File: config.mk
export PLATFORM = sky130hd
export DESIGN_NAME = lagrange_basis_evaluator_unit
export DESIGN_NICKNAME = d
export VERILOG_FILES = /design/src/hdl/lbe_pkg.sv /design/src/hdl/lagrange_basis_evaluator_unit.sv /design/src/hdl/lbe_node_mem.sv /design/src/hdl/lbe_divider.sv
export SDC_FILE = /design/constraint.sdc
export NUM_CORES = 2
export LEC_CHECK = 0
export ABC_AREA = 0
export BUFFER_PORTS_ARGS = -buffer_cell sky130_fd_sc_hd__clkbuf_2
export CORE_UTILIZATION = 55
export CTS_BUF_LIST = sky130_fd_sc_hd__clkbuf_8
export DETAILED_ROUTE_END_ITERATION = 10
export PLACE_DENSITY = 0.72
export SLEW_MARGIN = 20
export SYNTH_ARGS = -nofsm -noshare
export SYNTH_HDL_FRONTEND = slang
export SYNTH_SLANG_ARGS = --single-unit
File: constraint.sdc
create_clock -name clk_i -period 9.55 [get_ports clk_i]
set_clock_uncertainty 0.05 [all_clocks]
set_input_delay 2.865 -clock clk_i [delete_from_list [all_inputs] [get_ports clk_i]]
set_output_delay 2.865 -clock clk_i [all_outputs]
set_load 0.02 [all_outputs]
File: src/hdl/lbe_pkg.sv
// Shared types and constants of the Lagrange basis evaluator.
// No dependencies; used by every module of the block.
`timescale 1ns / 1ps
`default_nettype none

package lbe_pkg;

  localparam int MAX_NODES_DEF = 16;

  localparam int NODE_W  = 16;  // Q2.14 node and point
  localparam int ACC_W   = 32;  // Q16.16 accumulator
  localparam int DIFF_W  = NODE_W + 1;
  localparam int PROD_W  = ACC_W + DIFF_W;
  localparam int QUO_W   = PROD_W - 1;  // product magnitude never exceeds 2^47
  localparam int DEN_W   = NODE_W;      // divisor magnitude never exceeds 65535
  localparam int CNTR_W  = 5;
  localparam int APB_AW  = 3;
  localparam int APB_DW  = 32;

  localparam logic [CNTR_W-1:0] NODE_COUNT_RST = 5'd9;
  localparam logic signed [ACC_W-1:0] ACC_ONE = 32'sh0001_0000;
  localparam logic signed [ACC_W-1:0] ACC_MAX = 32'sh7fff_ffff;
  localparam logic signed [ACC_W-1:0] ACC_MIN = 32'sh8000_0000;

  // Word index of each register.
  localparam logic REG_NODE_COUNT = 1'b0;

  typedef enum logic {
    LBE_OP_LOAD = 1'b0,
    LBE_OP_EVAL = 1'b1
  } lbe_op_e;

  typedef enum logic [1:0] {
    LBE_ST_OK       = 2'd0,
    LBE_ST_SAT      = 2'd1,
    LBE_ST_ZERO_DEN = 2'd2,
    LBE_ST_RANGE    = 2'd3
  } lbe_status_e;

  typedef struct packed {
    lbe_op_e                   opcode;
    logic [3:0]                load_index;
    logic signed [NODE_W-1:0]  load_value;
    logic [3:0]                basis_index;
    logic signed [NODE_W-1:0]  eval_point;
  } lbe_cmd_t;

  typedef struct packed {
    logic signed [ACC_W-1:0] basis_value;
    lbe_status_e             status;
  } lbe_result_t;

  typedef struct packed {
    logic             start;
    logic [QUO_W-1:0] dividend;
    logic [DEN_W-1:0] divisor;
  } lbe_div_req_t;

  typedef struct packed {
    logic             done;
    logic [QUO_W-1:0] quotient;
  } lbe_div_rsp_t;

endpackage

`default_nettype wire

File: src/hdl/lagrange_basis_evaluator_unit.sv
// Lagrange basis evaluator, top level: command port, APB register, sequencer.
// Depends on lbe_pkg, lbe_node_mem and lbe_divider.
//
// A load beat (start high, busy low, opcode load) writes one node in the cycle it is
// taken and keeps busy low. An in-range evaluate beat raises busy until its result;
// the result shows on result_o for exactly one cycle with result_valid_o high, and
// the receiver must take it then. An index out of range answers on the next cycle
// without raising busy. Otherwise the sequencer reads the node table one entry at a
// time (one port, registered read): it reads x_i, scans every node for a duplicate of
// x_i with a read and a check each, then for each of the other n-1 nodes reads it,
// multiplies and runs one pass of the radix-2 divider. A zero denominator ends at the
// scan. node_count sits at byte address 0.
`timescale 1ns / 1ps
`default_nettype none

module lagrange_basis_evaluator_unit #(
  parameter int MAX_NODES = lbe_pkg::MAX_NODES_DEF
) (
  input  wire logic                             clk_i,
  input  wire logic                             rst_ni,
  input  wire logic                             start,
  output logic                                  busy,
  input  wire lbe_pkg::lbe_cmd_t                cmd_i,
  output logic                                  result_valid_o,
  output lbe_pkg::lbe_result_t                  result_o,
  input  wire logic                             psel,
  input  wire logic                             penable,
  input  wire logic                             pwrite,
  input  wire logic [lbe_pkg::APB_AW-1:0]       paddr,
  input  wire logic [lbe_pkg::APB_DW-1:0]       pwdata,
  output logic [lbe_pkg::APB_DW-1:0]            prdata,
  output logic                                  pready
);
  import lbe_pkg::*;

  localparam int IDX_W = $clog2(MAX_NODES);
  localparam int CNT_W = $clog2(MAX_NODES + 1);
  localparam int EW    = (CNT_W > CNTR_W) ? CNT_W : CNTR_W;
  localparam int BW    = (CNT_W > 4) ? CNT_W : 4;

  localparam logic [2:0] S_IDLE     = 3'd0;
  localparam logic [2:0] S_XI       = 3'd1;
  localparam logic [2:0] S_SCAN_RD  = 3'd2;
  localparam logic [2:0] S_SCAN_CHK = 3'd3;
  localparam logic [2:0] S_MUL_RD   = 3'd4;
  localparam logic [2:0] S_MUL      = 3'd5;
  localparam logic [2:0] S_DIV_GO   = 3'd6;
  localparam logic [2:0] S_DIV_WAIT = 3'd7;

  // configuration register
  logic [CNTR_W-1:0] node_count_q;
  logic              reg_sel;

  assign reg_sel = (paddr[2] == REG_NODE_COUNT);
  assign pready  = 1'b1;
  assign prdata  = (psel && !pwrite && reg_sel) ? APB_DW'(node_count_q) : '0;

  always_ff @(posedge clk_i or negedge rst_ni) begin
    if (!rst_ni) begin
      node_count_q <= NODE_COUNT_RST;
    end else if (psel && penable && pwrite && pready && reg_sel) begin
      node_count_q <= pwdata[CNTR_W-1:0];
    end
  end

  // sequencer state
  logic [2:0]               state_q, state_d;
  logic [CNT_W-1:0]         m_q, m_d;
  logic [CNT_W-1:0]         n_q, n_d;
  logic [3:0]               bi_q, bi_d;
  logic signed [NODE_W-1:0] v_q, v_d;
  logic signed [NODE_W-1:0] xi_q, xi_d;
  logic signed [ACC_W-1:0]  acc_q, acc_d;
  logic                     sat_q, sat_d;
  logic signed [PROD_W-1:0] prod_q, prod_d;
  logic signed [DIFF_W-1:0] den_q, den_d;
  logic                     res_valid_q, res_valid_d;
  lbe_result_t              res_q, res_d;

  logic                     eval_acc;
  logic                     load_acc;
  logic [CNT_W-1:0]         n_eff;
  logic                     out_of_range;
  logic                     m_is_bi;
  logic                     m_last;
  logic [IDX_W-1:0]         mem_raddr;
  logic signed [NODE_W-1:0] mem_rdata;
  logic signed [DIFF_W-1:0] num;
  logic signed [PROD_W-1:0] prod_abs;
  logic signed [DIFF_W-1:0] den_abs;
  logic                     neg;
  logic signed [PROD_W-1:0] qs;
  logic                     ovf;
  logic signed [ACC_W-1:0]  acc_step;
  lbe_div_req_t             div_req;
  lbe_div_rsp_t             div_rsp;

  assign busy     = (state_q != S_IDLE);
  assign eval_acc = start && !busy && (cmd_i.opcode == LBE_OP_EVAL);
  assign load_acc = start && !busy && (cmd_i.opcode == LBE_OP_LOAD);

  assign n_eff = (EW'(node_count_q) > EW'(MAX_NODES)) ? CNT_W'(MAX_NODES)
                                                        : CNT_W'(node_count_q);
  assign out_of_range = (BW'(cmd_i.basis_index) >= BW'(n_eff));
  assign m_is_bi      = (BW'(m_q) == BW'(bi_q));
  assign m_last       = ((m_q + CNT_W'(1)) == n_q);

  lbe_node_mem #(
    .Depth(MAX_NODES)
  ) u_node_mem (
    .clk_i  (clk_i),
    .we_i   (load_acc && (int'(cmd_i.load_index) < MAX_NODES)),
    .waddr_i(IDX_W'(cmd_i.load_index)),
    .wdata_i(cmd_i.load_value),
    .raddr_i(mem_raddr),
    .rdata_o(mem_rdata)
  );

  // divider operands: magnitudes of the held product and denominator
  assign prod_abs = prod_q[PROD_W-1] ? -prod_q : prod_q;
  assign den_abs  = den_q[DIFF_W-1] ? -den_q : den_q;
  assign neg      = prod_q[PROD_W-1] ^ den_q[DIFF_W-1];

  assign div_req.dividend = prod_abs[QUO_W-1:0];
  assign div_req.divisor  = den_abs[DEN_W-1:0];
  assign div_req.start    = (state_q == S_DIV_GO);

  lbe_divider u_divider (
    .clk_i (clk_i),
    .rst_ni(rst_ni),
    .req_i (div_req),
    .rsp_o (div_rsp)
  );

  // sign the quotient and clamp it to 32 bits
  assign qs  = neg ? -PROD_W'(div_rsp.quotient) : PROD_W'(div_rsp.quotient);
  assign ovf = !((&qs[PROD_W-1:ACC_W-1]) || !(|qs[PROD_W-1:ACC_W-1]));
  assign acc_step = ovf ? (qs[PROD_W-1] ? ACC_MIN : ACC_MAX) : qs[ACC_W-1:0];

  assign num = DIFF_W'(v_q) - DIFF_W'(mem_rdata);

  always_comb begin
    state_d     = state_q;
    m_d         = m_q;
    n_d         = n_q;
    bi_d        = bi_q;
    v_d         = v_q;
    xi_d        = xi_q;
    acc_d       = acc_q;
    sat_d       = sat_q;
    prod_d      = prod_q;
    den_d       = den_q;
    res_valid_d = 1'b0;
    res_d       = res_q;
    mem_raddr   = m_q[IDX_W-1:0];

    unique case (state_q)
      S_IDLE: begin
        mem_raddr = IDX_W'(cmd_i.basis_index);
        if (eval_acc) begin
          bi_d  = cmd_i.basis_index;
          v_d   = cmd_i.eval_point;
          n_d   = n_eff;
          acc_d = ACC_ONE;
          sat_d = 1'b0;
          if (out_of_range) begin
            res_valid_d       = 1'b1;
            res_d.basis_value = '0;
            res_d.status      = LBE_ST_RANGE;
          end else begin
            state_d = S_XI;
          end
        end
      end
      S_XI: begin
        xi_d    = mem_rdata;
        m_d     = '0;
        state_d = S_SCAN_RD;
      end
      S_SCAN_RD: begin
        state_d = S_SCAN_CHK;
      end
      S_SCAN_CHK: begin
        if (!m_is_bi && (mem_rdata == xi_q)) begin
          res_valid_d       = 1'b1;
          res_d.basis_value = '0;
          res_d.status      = LBE_ST_ZERO_DEN;
          state_d           = S_IDLE;
        end else if (m_last) begin
          m_d     = '0;
          state_d = S_MUL_RD;
        end else begin
          m_d     = m_q + CNT_W'(1);
          state_d = S_SCAN_RD;
        end
      end
      S_MUL_RD: begin
        if (!m_is_bi) begin
          state_d = S_MUL;
        end else if (m_last) begin
          res_valid_d       = 1'b1;
          res_d.basis_value = acc_q;
          res_d.status      = sat_q ? LBE_ST_SAT : LBE_ST_OK;
          state_d           = S_IDLE;
        end else begin
          // skip the basis node itself
          m_d = m_q + CNT_W'(1);
        end
      end
      S_MUL: begin
        prod_d  = PROD_W'(acc_q) * PROD_W'(num);
        den_d   = DIFF_W'(xi_q) - DIFF_W'(mem_rdata);
        state_d = S_DIV_GO;
      end
      S_DIV_GO: begin
        state_d = S_DIV_WAIT;
      end
      S_DIV_WAIT: begin
        if (div_rsp.done) begin
          acc_d = acc_step;
          sat_d = sat_q || ovf;
          if (m_last) begin
            res_valid_d       = 1'b1;
            res_d.basis_value = acc_step;
            res_d.status      = (sat_q || ovf) ? LBE_ST_SAT : LBE_ST_OK;
            state_d           = S_IDLE;
          end else begin
            m_d     = m_q + CNT_W'(1);
            state_d = S_MUL_RD;
          end
        end
      end
      default: begin
        state_d = S_IDLE;
      end
    endcase
  end

  always_ff @(posedge clk_i or negedge rst_ni) begin
    if (!rst_ni) begin
      state_q     <= S_IDLE;
      m_q         <= '0;
      n_q         <= '0;
      sat_q       <= 1'b0;
      res_valid_q <= 1'b0;
    end else begin
      state_q     <= state_d;
      m_q         <= m_d;
      n_q         <= n_d;
      sat_q       <= sat_d;
      res_valid_q <= res_valid_d;
    end
  end

  always_ff @(posedge clk_i) begin
    bi_q   <= bi_d;
    v_q    <= v_d;
    xi_q   <= xi_d;
    acc_q  <= acc_d;
    prod_q <= prod_d;
    den_q  <= den_d;
    res_q  <= res_d;
  end

  assign result_valid_o = res_valid_q;
  assign result_o       = res_q;

endmodule

`default_nettype wire

File: src/hdl/lbe_node_mem.sv
// Node table: one write port, one registered read port, no reset on the array.
// Depends on lbe_pkg for the node width.
`timescale 1ns / 1ps
`default_nettype none

module lbe_node_mem #(
  parameter int Depth = lbe_pkg::MAX_NODES_DEF
) (
  input  wire logic                                  clk_i,
  input  wire logic                                  we_i,
  input  wire logic [$clog2(Depth)-1:0]              waddr_i,
  input  wire logic signed [lbe_pkg::NODE_W-1:0]     wdata_i,
  input  wire logic [$clog2(Depth)-1:0]              raddr_i,
  output logic signed [lbe_pkg::NODE_W-1:0]          rdata_o
);
  import lbe_pkg::*;

  logic signed [NODE_W-1:0] mem_q [Depth];

  always_ff @(posedge clk_i) begin
    if (we_i) begin
      mem_q[waddr_i] <= wdata_i;
    end
  end

  always_ff @(posedge clk_i) begin
    rdata_o <= mem_q[raddr_i];
  end

endmodule

`default_nettype wire

File: src/hdl/lbe_divider.sv
// Radix-2 restoring divider, one quotient bit per cycle, unsigned operands.
// Depends on lbe_pkg for operand widths and the request/response structs.
`timescale 1ns / 1ps
`default_nettype none

module lbe_divider (
  input  wire logic                  clk_i,
  input  wire logic                  rst_ni,
  input  wire lbe_pkg::lbe_div_req_t req_i,
  output lbe_pkg::lbe_div_rsp_t      rsp_o
);
  import lbe_pkg::*;

  localparam int CW = $clog2(QUO_W);
  localparam logic [CW-1:0] LAST = CW'(QUO_W - 1);

  logic [QUO_W-1:0] dvd_q, dvd_d;
  logic [DEN_W-1:0] rem_q, rem_d;
  logic [DEN_W-1:0] dsr_q, dsr_d;
  logic [CW-1:0]    cnt_q, cnt_d;
  logic             run_q, run_d;
  logic             done_q, done_d;

  logic [DEN_W:0] trial;
  logic [DEN_W:0] diff;
  logic           qbit;

  always_comb begin
    trial = {rem_q, dvd_q[QUO_W-1]};
    diff  = trial - {1'b0, dsr_q};
    qbit  = ~diff[DEN_W];

    dvd_d  = dvd_q;
    rem_d  = rem_q;
    dsr_d  = dsr_q;
    cnt_d  = cnt_q;
    run_d  = run_q;
    done_d = 1'b0;

    if (req_i.start) begin
      dvd_d = req_i.dividend;
      dsr_d = req_i.divisor;
      rem_d = '0;
      cnt_d = '0;
      run_d = 1'b1;
    end else if (run_q) begin
      // remainder stays below the divisor, so its low bits hold it
      rem_d = qbit ? diff[DEN_W-1:0] : trial[DEN_W-1:0];
      dvd_d = {dvd_q[QUO_W-2:0], qbit};
      cnt_d = cnt_q + CW'(1);
      if (cnt_q == LAST) begin
        run_d  = 1'b0;
        done_d = 1'b1;
      end
    end
  end

  always_ff @(posedge clk_i or negedge rst_ni) begin
    if (!rst_ni) begin
      run_q  <= 1'b0;
      done_q <= 1'b0;
      cnt_q  <= '0;
    end else begin
      run_q  <= run_d;
      done_q <= done_d;
      cnt_q  <= cnt_d;
    end
  end

  always_ff @(posedge clk_i) begin
    dvd_q <= dvd_d;
    rem_q <= rem_d;
    dsr_q <= dsr_d;
  end

  assign rsp_o.done     = done_q;
  assign rsp_o.quotient = dvd_q;

endmodule

`default_nettype wire

==> reports/results.ini <==
[detailed_routing]
drtIter0Drc=2642
via_count=29900
drc=6
firstDrtPassIters=9
via_per_inst=5.64
drt-total-wl_um=107000
routedWlPerCell_um=20.0
ant_nets=0

[die]
die_w_um=288
chipHeight_um=288
start_util_pct=55.7
die_area_um2=83000
placementRows=104
num_io_pins=151
core_um2=80800

[clocking]
htreeDepth=3
cts.clk_slew.worst_paths_ns=0.06
numCtsBuffers=83
post_cts_resize_count=0
holdBufCountCts=0
clkLatencyLatePin_ns=0.70
cts_tree=done
cts.sinks=548
cts_setup_buffers=0
root_buffer=clkbuf_8
ctsLongestPathBuffers=3

[worst_setup_path]
crit_path_frequent_cell=fa_1
path_max_fanout=14
critPathLaunchType=flip-flop
crit_path_top_delay_cell=xnor2_2
cp.arrival_ns=9.41
critPathCaptureType=flip-flop
crit_type=reg -> reg
cp.required_ns=9.94
cp_slowest_stage_delay_ns=0.58

[timing]
drv_slew=0
rsz0062_at_grt=false
setup_viol=0
timing.final.crit_share_pct=94.5
hold_violations=0
max_freq_ghz=0.111
period_needed_ns=9.02
finalSetupTns_ns=0
tightest_slew_ns=1.14
maxSlewHeadroom_pct=23.9

[logic_synthesis]
yosys.area.top_type=edfxtp_1
yosysSeqAreaShare_pct=35.5
synth_area_um2=45000
synth_area_leaders=edfxtp_1, fa_1, inv_1
synth_seq_cells=548
ys_types=93
synth_edf_count=488
post_synth.cell_area_avg_um2=10.9
async_flop_share_pct=5.11
synth_cells=4126
ys_warn_count=0
ys.flop_type=edfxtp_1
synth_top_area_share_pct=32.5

[run]
max-cap-violations=0

[placement]
routabilityCongestion=0.926
io_buffers=93
dpl.hpwl_um=77900

[grt]
grt_antenna_before_repair=9
grt_max_degree=104
grt_usage_pct=26.5
grt_pass1_wl_um=168000
grt_overflow=0
first_global_vias=30700

[run_status]
violations=DRC
status=complete, but fails checks

[finish]
antennaDiodeCount=0
synthToLayoutAreaGrowth_pct=7.09
drive_gt1_share_pct=11.1
nNetsFinal=4964

[worst_hold_path]
holdCritPathClass=reg -> reg

## worst paths after layout
path	start	to	slack, ns	depth (start not counted)
max	v_q[0]	prod_q[48]	0.53	30
min	u_node_mem.rdata_o[15]	xi_q[15]	0.39	0
max reg2reg	v_q[0]	prod_q[48]	0.53	30
min in group asynchronous	rst_ni	n_q[1]	2.20	1
max in group asynchronous	rst_ni	u_divider.cnt_q[5]	6.76	1
min reg2reg	u_node_mem.rdata_o[15]	xi_q[15]	0.39	0
## critical path, delay by kind of cell, from the launching register on
family / cells / cell delay [ns]
adders and majority gates: 9 / 3.95
and+or+nand+nor: 5 / 0.80
DFF: 1 / 0.32
AOI/OAI and AO/OA: 10 / 2.36
xor gates and xnor gates: 1 / 0.58
buffers and inverters: 5 / 0.70
## final cells by class
type / count / area [µm²]
sequential: 548 / 16000
fill: 6546 / 32600
clock inverter: 67 / 398
inverter: 660 / 2480
timing repair buffer: 169 / 1050
multi-input combinational: 2724 / 25800
tap: 1060 / 1330
clock buffer: 86 / 1180
## synth_stat cells, drive strengths merged, types with 4 or more instances
cell	count
mux2	11
fa	524
a31o	4
xnor2	121
nand3b	8
a21boi	7
mux4	64
dfxtp	32
mux2i	22
o41ai	11
or3	26
dfrtp	26
nand4	18
nor3	52
or2	16
nor2	154
clkbuf	159
nand2b	16
nand3	38
nor2b	89
o22ai	5
o21a	8
ha	172
a211oi	26
o31ai	24
nor3b	6
o21ai	167
a21oi	96
inv	659
a211o	6
xor2	78
and2	172
and3	16
or4	15
buf	60
edfxtp	488
a31oi	34
a21o	41
o2111ai	10
a2111oi	4
nand2	540
o21bai	9
and4	4
nor4	12
o211ai	35
## cell families (layout without fill, tap and decap cells)
logic type	count (synthesis)	after routing	synth area share, %
flip-flops	548	548	35.5
other	2	28	0.0167
adder cells (fa/ha/maj)	696	696	28.1
AND/OR/NAND/NOR	1192	1192	12.9
multiplexers	97	97	3.96
buffers and inverters	880	982	8.03
AO/OA/AOI/OAI	512	512	7.64
XOR/XNOR	199	199	3.87
## registers in the layout, indices dropped and copies added, names as in the netlist, 6 cells and up
register and count:
u_divider.rem_q 16, den_q 17, result_o 34, u_divider.dvd_q 48, acc_q 32, u_divider.cnt_q 6, u_node_mem.mem_q 256, prod_q 49
v_q 16, u_divider.dsr_q 16, xi_q 16, u_node_mem.rdata_o 16
## routing by layer
layer  share of wire (%)  GRT usage, %
met4                 2.4          7.26
met2                  46          42.1
met5               0.022             0
met1                  43          37.8
met3                 7.7          4.43
## through the flow
stage                     util [%]  setup WS (ns)  area (µm²)  hold slack [ns]  instances
final                         59.7          0.528       48200            0.393       5314
after global routing          59.7         0.0515       48200            0.401       5314
after CTS                     59.7          0.538       48200            0.390       5314
after detailed placement      57.7          0.574       46600            0.375       5161
after global placement        57.7          0.620       46600            0.362       5161
after floorplan                  -           1.73       45100            0.358       4152
## placed cells by master, fill, tap and decap left out, drive strengths merged, types with 35 or more instances in the layout
cell	n
a21o	41
a21oi	96
and2	172
buf	76
clkbuf	179
clkinv	38
edfxtp	488
fa	524
ha	172
inv	686
mux4	64
nand2	540
nand3	38
nor2	154
nor2b	89
nor3	52
o211ai	35
o21ai	167
xnor2	121
xor2	78
Power is not shown: default switching activity piles up to over one toggle a cycle in this logic, so the estimate is an artifact.
